[config.mk]
export PLATFORM = sky130hd
export DESIGN_NAME = crc32_target_matcher
export DESIGN_NICKNAME = d
export VERILOG_FILES = /design/src/rtl/crc32tm_pkg.sv /design/src/rtl/crc32_target_matcher.sv
export SDC_FILE = /design/constraint.sdc
export NUM_CORES = 1
export LEC_CHECK = 0
export BUFFER_PORTS_ARGS = -buffer_cell sky130_fd_sc_hd__buf_2
export CAP_MARGIN = 15
export CORE_AREA = 2 2 106 108
export CTS_BUF_LIST = sky130_fd_sc_hd__clkbuf_4
export CTS_CLUSTER_SIZE = 40
export DETAILED_ROUTE_END_ITERATION = 12
export DIE_AREA = 0 0 108 110
export GPL_TIMING_DRIVEN = 0
export PLACE_DENSITY = 0.74
export SYNTH_ARGS = -nofsm -noshare
export SYNTH_HDL_FRONTEND = slang
export SYNTH_SLANG_ARGS = --single-unit
[constraint.sdc]
create_clock -name clk -period 4.2 [get_ports clk]
set_input_delay 0.21 -clock clk [delete_from_list [all_inputs] [get_ports clk]]
set_output_delay 0.21 -clock clk [all_outputs]
set_load 0.01 [all_outputs]
[src/rtl/crc32tm_pkg.sv]
// Package for the CRC-32 target matcher: item types, CRC constants, target ROM
// and the byte fold function. Has no dependencies.
package crc32tm_pkg;

  localparam logic [31:0] CRC_POLY = 32'hEDB88320;
  localparam logic [31:0] CRC_INIT = 32'hFFFFFFFF;

  localparam int unsigned ROM_WORDS       = 14;
  localparam int unsigned NUM_TARGETS_DEF = 14;
  localparam int unsigned IDX_W           = 4;

  localparam logic [31:0] TARGET_ROM [ROM_WORDS] = '{
    32'hEDCFE1F3, 32'h646BCD23, 32'h50F9AD57, 32'hF299B1E1,
    32'hC6A9B6E4, 32'h3280614C, 32'h93772B02, 32'hAB2C3A43,
    32'h2A0D936A, 32'h1BFA14D4, 32'h255D6F2F, 32'hC447F66B,
    32'h5AD96CF5, 32'hE964AD12
  };

  typedef struct packed {
    logic [7:0] data_byte;
    logic       last_byte;
  } in_item_t;

  typedef struct packed {
    logic [31:0]      crc_value;
    logic             match_found;
    logic [IDX_W-1:0] match_index;
  } out_item_t;

  // Folds one byte into a reflected CRC, least significant bit first.
  function automatic logic [31:0] fold_byte(input logic [31:0] crc, input logic [7:0] data);
    logic [31:0] v;
    v = crc ^ {24'd0, data};
    for (int b = 0; b < 8; b++) begin
      if (v[0]) begin
        v = (v >> 1) ^ CRC_POLY;
      end else begin
        v = v >> 1;
      end
    end
    return v;
  endfunction

endpackage

[src/rtl/crc32_target_matcher.sv]
// CRC-32 target matcher: byte-serial reflected CRC-32 with a compare against
// a fixed ROM of target words.
//
// Usage: one message byte per input item, with last_byte set on the final
// byte of each message. Bytes without the last flag only advance the running
// CRC and produce no result. A last byte produces one result item holding
// the complemented CRC, a match flag and the lowest matching ROM position
// (counted from 1, zero when nothing matches); the running CRC then restarts
// at all ones for the next message.
// Throughput is one byte per cycle while in_stall is low. A last byte goes
// from the input register through the byte fold XOR network and target
// compare into the result register, which drives the result port.
// When the receiver stalls, the result register holds its item and the input
// register still takes bytes; only a second last byte waits, and then
// in_stall rises. Reset empties both registers and loads the running CRC
// with all ones.
// Depends on crc32tm_pkg.
module crc32_target_matcher #(
  parameter int unsigned NUM_TARGETS = crc32tm_pkg::NUM_TARGETS_DEF
) (
  input  logic                   clk,
  input  logic                   rst_n,
  input  logic                   in_valid,
  output logic                   in_stall,
  input  crc32tm_pkg::in_item_t  in_item,
  output logic                   out_valid,
  input  logic                   out_stall,
  output crc32tm_pkg::out_item_t out_item
);

  localparam int unsigned NUM_CMP =
    (NUM_TARGETS < crc32tm_pkg::ROM_WORDS) ? NUM_TARGETS : crc32tm_pkg::ROM_WORDS;

  logic                   s1_valid_r, s1_valid_nxt;
  crc32tm_pkg::in_item_t  s1_item_r;
  logic [31:0]            crc_r, crc_nxt;
  logic                   out_valid_r, out_valid_nxt;
  crc32tm_pkg::out_item_t out_item_r, out_item_nxt;

  logic        in_accept;
  logic        out_free;
  logic        s1_move;
  logic        s1_emit;
  logic [31:0] fold_c;
  logic [31:0] result_c;
  logic                          match_found_c;
  logic [crc32tm_pkg::IDX_W-1:0] match_index_c;

  assign out_free  = !out_valid_r || !out_stall;
  // A plain byte always drains; a last byte needs the result register free.
  assign s1_move   = s1_valid_r && (!s1_item_r.last_byte || out_free);
  assign s1_emit   = s1_move && s1_item_r.last_byte;
  assign in_stall  = s1_valid_r && !s1_move;
  assign in_accept = in_valid && !in_stall;

  assign fold_c   = crc32tm_pkg::fold_byte(crc_r, s1_item_r.data_byte);
  assign result_c = ~fold_c;

  // Scan from the highest active position down so the lowest match wins.
  always_comb begin
    match_found_c = 1'b0;
    match_index_c = '0;
    for (int i = NUM_CMP - 1; i >= 0; i--) begin
      if (result_c == crc32tm_pkg::TARGET_ROM[i]) begin
        match_found_c = 1'b1;
        match_index_c = crc32tm_pkg::IDX_W'(i + 1);
      end
    end
  end

  always_comb begin
    s1_valid_nxt = in_accept || (s1_valid_r && !s1_move);
    crc_nxt      = crc_r;
    if (s1_move) begin
      crc_nxt = s1_item_r.last_byte ? crc32tm_pkg::CRC_INIT : fold_c;
    end
    out_valid_nxt = out_valid_r && out_stall;
    out_item_nxt  = out_item_r;
    if (s1_emit) begin
      out_valid_nxt            = 1'b1;
      out_item_nxt.crc_value   = result_c;
      out_item_nxt.match_found = match_found_c;
      out_item_nxt.match_index = match_index_c;
    end
  end

  always_ff @(posedge clk) begin
    if (!rst_n) begin
      s1_valid_r  <= 1'b0;
      crc_r       <= crc32tm_pkg::CRC_INIT;
      out_valid_r <= 1'b0;
    end else begin
      s1_valid_r  <= s1_valid_nxt;
      crc_r       <= crc_nxt;
      out_valid_r <= out_valid_nxt;
    end
  end

  always_ff @(posedge clk) begin
    if (in_accept) begin
      s1_item_r <= in_item;
    end
    out_item_r <= out_item_nxt;
  end

  assign out_valid = out_valid_r;
  assign out_item  = out_item_r;

endmodule

==> flow_summary.json, run 1 <==
{
  "dr_total_vias": 3666,
  "root_buffer": "clkbuf_4",
  "cap_viol_max_count": 0,
  "peakVddDrop_uv": 227.0,
  "maxSlewHeadroom_pct": 38.24,
  "required_ps": 4520,
  "worst_slew_pin_slew_ps": 926.3,
  "cts_num_sinks": 80,
  "yosys_warnings": 0,
  "hold_class": "input port to register",
  "design_area_sq_um": 5513,
  "final_cells": 628,
  "crit_path_max_fanout": 6,
  "cts_inserted_buffers": 9,
  "ant_nets": 0,
  "start_util_pct": 44.35,
  "min_period_over_period_pct": 98.52,
  "syn_area_sq_um": 4745,
  "synth_seq_cells": 80,
  "wirelength_um": 13500,
  "wl_per_cell_um": 21.50,
  "place_area_sq_um": 5176,
  "die_x_um": 108,
  "syn_nets": 426,
  "critPathLaunchType": "register",
  "crit_type": "register to register",
  "grt_pass1_vias": 3700,
  "drtPass1Iterations": 5,
  "via_per_inst": 5.838,
  "ys_seq_area_share_pct": 43.46,
  "synthTopCellsByArea": "edfxtp_1, dfxtp_1, xnor3_1",
  "postSynthCellCount": 409,
  "cp-end-kind": "register",
  "status": "complete, no violations",
  "overflow": 0,
  "holdWs_ps": 27.64,
  "drive_gt1_share_pct": 20.74,
  "drt_iter0_markers": 353,
  "clk_pin_slew_worst_paths_ps": 120,
  "io_buffers": 51,
  "area_growth_syn_to_layout_pct": 16.19,
  "synth_edf_count": 46,
  "h-tree-depth": 3,
  "yosys.cell_types.count": 50,
  "place_hpwl_um": 9942,
  "ys.flop_type": "edfxtp_1",
  "num-nets-final": 499,
  "io_pins": 52,
  "setup_viol": 0,
  "route.detailed.drc": 0,
  "clk_path_buf_depth": 2,
  "die_y_um": 110,
  "grt_pass1_wl_um": 21180,
  "yosys.area.top_type": "edfxtp_1",
  "clock_latency_ps": 460,
  "max_freq_ghz": 0.2417,
  "cp.arrival_ps": 4460,
  "rsz0062_at_grt": "no",
  "finClkSkew_ps": 20.18,
  "avgSynthCellArea_sq_um": 11.60,
  "synth_top_area_share_pct": 29.11,
  "synth_async_sr_flop_share_pct": 0,
  "die-area_sq_um": 11880,
  "cts_tree": "built",
  "hold_violations": 0,
  "post-route-min-period_ps": 4138,
  "timing.final.max_slew_violations": 0,
  "place_inst": 600,
  "p_leak_nw": 2.331,
  "core-area_sq_um": 10700,
  "postCtsSetupBuffers": 0,
  "gp_congestion": 0.9289,
  "rows": 38,
  "power_density_nw_per_um2": 544.6,
  "track_usage_pct": 24.44,
  "postLayoutCoreUtil_pct": 51.53,
  "power.total_w": 0.003002,
  "grt_max_degree": 40,
  "grt_antenna_before_repair": 1
}
==> placed cells by master, fill, tap and decap left out, drive strengths merged, types with 3 or more instances in the layout <==
cell         Yosys  layout
and2             3       3
buf              3      54
clkbuf          10      21
clkinv           0       3
dfxtp           34      34
dlygate4sd3      0      11
edfxtp          46      46
ha               4       4
inv             16      16
mux2i            4       4
nand2           53      53
nand2b           6       6
nand3           12      12
nand4           14      14
nor2            17      17
nor2b            5       5
nor3            14      14
nor4            11      11
nor4b            3       3
o211ai          33      33
or2              5       5
or3              8       8
or3b             4       4
or4              5       5
or4b             5       5
xnor2           37      37
xnor3           24      24
xor2             7       7
xor3             6       6
==> worst paths after layout <==
kind | start | end | slack, ps | cells past startpoint
worst min-delay path | rst_n | out_valid | 30 | 2
worst max register to register | s1_item_r[4] | out_item[4] | 60 | 10
worst min register to register | crc_r[15] | crc_r[15] | 490 | 2
worst max-delay path | s1_item_r[4] | out_item[4] | 60 | 10
==> critical path, stage by stage, from the launching register on <==
cell and delay, ps:
edfxtp_1 500, xnor2_4 430, xor3_1 480, xnor2_2 350, inv_1 260, or3_1 500, or4_1 540, or4_4 540
o311ai_2 110, or4_4 190, or4_1 110
==> metrics by stage <==
stage               worst slack (ps)  setup TNS, ps
floorplan                      592.1              0
global placement              -22.97         -22.97
detailed placement             11.60              0
CTS                            43.15              0
global route                   17.34              0
finish                         62.15              0
==> cell type report <==
cell class                 instances  area, sq um
antenna                            1        2.502
buffer                            13        52.55
clock buffer                      11        82.58
clock inverter                     5        81.33
fill                             959         5185
inverter                          16        60.06
multi-input combinational        300         2631
sequential                        80         2062
tap                              140        175.2
timing repair buffer              62        365.4
==> sequential cells by signal (all words and copies together), names as in the netlist <==
signal / count
out_valid: 1
crc_r: 32
out_item: 37
s1_item_r: 9
s1_valid_r: 1
==> what timing repair did <==
item / 4_1_cts / 5_1_grt
endpoints found under the hold margin: 10 / 0
resized for setup: 2 / 4
hold buffers: 11 / 0
setup endpoints to repair: 1 / 1
==> cell families (layout without fill, tap and decap cells) <==
group           count (synthesis)  after routing  share of synthesized area [%]
simple gates                  171            171                          19.38
flops                          80             80                          43.46
xor+xnor                       74             74                          25.16
compound gates                 45             45                          7.253
buf+inv                        29            107                          2.373
mux                             6              6                          1.319
fa+ha+maj                       4              4                          1.055
other cells                     0              1                              0
==> cell usage after synthesis, types with 2 or more instances <==
master	instances
nand3_1	12
xor3_1	6
xnor2_4	3
xnor2_2	9
nor3_1	14
xor2_1	7
nor4_1	11
edfxtp_1	46
nand3b_1	2
or3b_2	3
nand4_1	14
and2_1	2
xnor3_1	23
inv_1	15
nor2_1	17
ha_1	4
or4_1	3
nor4b_1	3
or4b_2	2
mux2i_1	4
xnor2_1	25
dfxtp_1	34
nand2_1	53
or4b_1	3
o21ai_0	2
or3_1	8
clkbuf_1	10
or4_4	2
buf_2	3
o211ai_1	33
nand2b_1	6
nor2b_1	5
a21oi_1	2
or2_2	5
and3_1	2
mux2_2	2
==> report_power, final <==
| group | internal (W) | total (W) | switching, W | leakage [nW] |
|---|---|---|---|---|
| clock | 0.000255 | 0.000534 | 0.000278 | 0.0887 |
| combinational | 0.000527 | 0.00148 | 0.000951 | 1.54 |
| sequential | 0.000946 | 0.000991 | 0.0000452 | 0.704 |
| total | 0.00173 | 0.00300 | 0.00127 | 2.33 |
==> layer usage <==
layer	vias up	global-route usage [%]	routed length, um
li1	1666	-	-
met1	1755	31.75	5537
met2	193	39.44	6414
met3	52	4.586	1026
met4	0	12.18	521
met5	-	0	0
No activity file was read; power rests on OpenSTA's default activity.
==> run 2: changes to the inputs <==
--- a/config.mk
+++ b/config.mk
@@ -13,7 +13,7 @@
 export DETAILED_ROUTE_END_ITERATION = 12
 export DIE_AREA = 0 0 108 110
 export GPL_TIMING_DRIVEN = 0
-export PLACE_DENSITY = 0.74
+export PLACE_DENSITY = 0.76
 export SYNTH_ARGS = -nofsm -noshare
 export SYNTH_HDL_FRONTEND = slang
 export SYNTH_SLANG_ARGS = --single-unit
==> constraint.sdc (replaced) <==
create_clock -name clk -period 3.7 [get_ports clk]
set_input_delay 0.185 -clock clk [delete_from_list [all_inputs] [get_ports clk]]
set_output_delay 0.185 -clock clk [all_outputs]
set_load 0.01 [all_outputs]
==> run 2 against run 1 <==
Net effect: sequential power is 14% higher; non-clock buffer count is 52 higher; clock power is 13% lower; sequential share of layout area is 4.3 points lower; setup slack worse by 23 ps; clock skew is 11 ps higher; via count is 6.6% higher; design area is 13% higher; first-iteration DRC count is 10% lower; register-to-register slack worse by 20 ps; hold slack better by 390 ps; largest cell class unchanged.
==> flow_summary.json, run 2 (synthesis results as in run 1) <==
{
  "max_stage_delay_ps": 530,
  "maxSlewHeadroom_pct": 37.14,
  "overflow": 0,
  "finalWorstSetupSlack_ps": 39.04,
  "worst_slew_pin_slew_ps": 942.9,
  "finClkSkew_ps": 31.41,
  "rr_worst_depth": 10,
  "hold_class": "input port to register",
  "grt_max_degree": 40,
  "status": "complete, no violations",
  "core-area_sq_um": 10700,
  "num-nets-final": 552,
  "via_per_inst": 5.757,
  "drt_iter0_markers": 317,
  "grt_pass1_vias": 3815,
  "area_growth_syn_to_layout_pct": 31.57,
  "n_fill_cell": 887,
  "hold_violations": 0,
  "dp_worst_setup_slack_ps": -495.9,
  "p_leak_nw": 2.677,
  "cap_viol_max_count": 0,
  "post-route-min-period_ps": 3661,
  "r2r_slack_ps": 40,
  "place_hpwl_um": 10070,
  "final_common_cell": "nand2_1",
  "io_buffers": 51,
  "rr_endpoint": "out_item[4]",
  "cts_inserted_buffers": 9,
  "cp-end-kind": "register",
  "root_buffer": "clkbuf_4",
  "crit_path_max_fanout": 7,
  "die_x_um": 108,
  "min-delay-start": "in_item[8]",
  "worstHoldPathCells": 2,
  "cp.arrival_ps": 3980,
  "cp_slowest_cell": "or4_4",
  "timing.final.max_slew_violations": 0,
  "h-tree-depth": 3,
  "largest_reg_flops": 37,
  "ant_nets": 0,
  "drive_gt1_share_pct": 35.62,
  "diodes": 0,
  "crit_type": "register to register",
  "cts_num_sinks": 80,
  "power_density_nw_per_um2": 598.9,
  "io_pins": 52,
  "grt_pass1_wl_um": 22070,
  "cts_tree": "built",
  "crit_path_start": "s1_item_r[1]",
  "track_usage_pct": 25.76,
  "crit_top_cell": "or4_4",
  "route.detailed.drc": 0,
  "die_y_um": 110,
  "die-area_sq_um": 11880,
  "wl_per_cell_um": 21.51,
  "critPathLaunchType": "register",
  "min_period_over_period_pct": 98.94,
  "start_util_pct": 44.35,
  "holdPathEnd": "s1_item_r[8]",
  "gp_congestion": 0.9559,
  "setup_viol": 0,
  "regToRegStartpoint": "s1_item_r[1]",
  "rows": 38,
  "grt_antenna_before_repair": 0,
  "dr_total_vias": 3909,
  "layout_common_cells": "nand2_1, buf_2, buf_4",
  "drtPass1Iterations": 5,
  "clock_latency_ps": 470,
  "rsz0062_at_grt": "yes",
  "wirelength_um": 14610,
  "crit_chain": "xnor2_4, buf_4, xnor2_4, xnor3_2, or3b_1, or4_4, or4_4, o311ai_2, or4_4, or4_1",
  "postLayoutCoreUtil_pct": 58.35,
  "clk_path_buf_depth": 2,
  "peakVddDrop_uv": 300.9,
  "clk_pin_slew_worst_paths_ps": 150,
  "required_ps": 4020,
  "max_freq_ghz": 0.2732
}
## run 2: routing by layer
metal	vias to the layer above	wire length, um	track usage [%]
met2	215	6914	43.26
met5	-	0	0
li1	1770	-	-
met4	0	517	9.524
met3	49	1120	5.232
met1	1875	6054	33.19
## run 2: final cells by class
| cell class | count | area [sq um] | area share, % |
|---|---|---|---|
| Buffer | 13 | 72.57 | 1.163 |
| Clock buffer | 9 | 67.56 | 1.082 |
| Clock inverter | 6 | 47.55 | 0.7617 |
| Inverter | 16 | 62.56 | 1.002 |
| Multi-Input combinational cell | 301 | 2962 | 47.44 |
| Sequential cell | 80 | 2066 | 33.09 |
| Tap cell | 140 | 175.2 | 2.806 |
| Timing Repair Buffer | 114 | 789.5 | 12.65 |
## run 2: power by group
| part | leakage, nW | internal, W | switching, W |
|---|---|---|---|
| logic | 1.91 | 0.000923 | 0.00122 |
| clock network | 0.0619 | 0.000137 | 0.000328 |
| registers | 0.703 | 0.00107 | 0.0000584 |
## run 2: worst max-delay path by stage
stage	to	slack [ps]	depth (start not counted)
detailed placement	out_item[4]	-500	10
floorplan	out_item[4]	90	9
global route	out_item[4]	-70	10
CTS	out_item[4]	2	11
global placement	out_item[4]	-540	10
finish	out_item[4]	40	10
## run 2: timing repair
action	CTS	global route
hold buffers	13	0
pin swaps	12	21
endpoints found under the setup margin	5	4
hold endpoints to repair	11	0
buffers inserted	26	24
gates cloned	1	0
gates resized for setup	40	27
## run 2: worst max-delay path, delay by kind of cell, from the launching register on
kind	cells	cell delay [ps]
flip-flops	1	510
XOR/XNOR	3	1040
AND/OR/NAND/NOR	5	1660
AO/OA/AOI/OAI	1	100
buffers and inverters	1	200
## run 2: stage by stage
stage	TNS (ps)	cells	instance area [sq um]	power (W)	hold slack [ps]
2_1_floorplan	0	409	4745	0.002211	283.9
3_3_place_gp	-2076	600	5175	0.002749	363.0
3_5_place_dp	-1859	600	5176	0.002729	363.1
4_1_cts	0	655	5899	0.003422	412.4
5_1_grt	-66.35	679	6242	0.003887	395.6
6_report	0	679	6242	0.003739	421.0
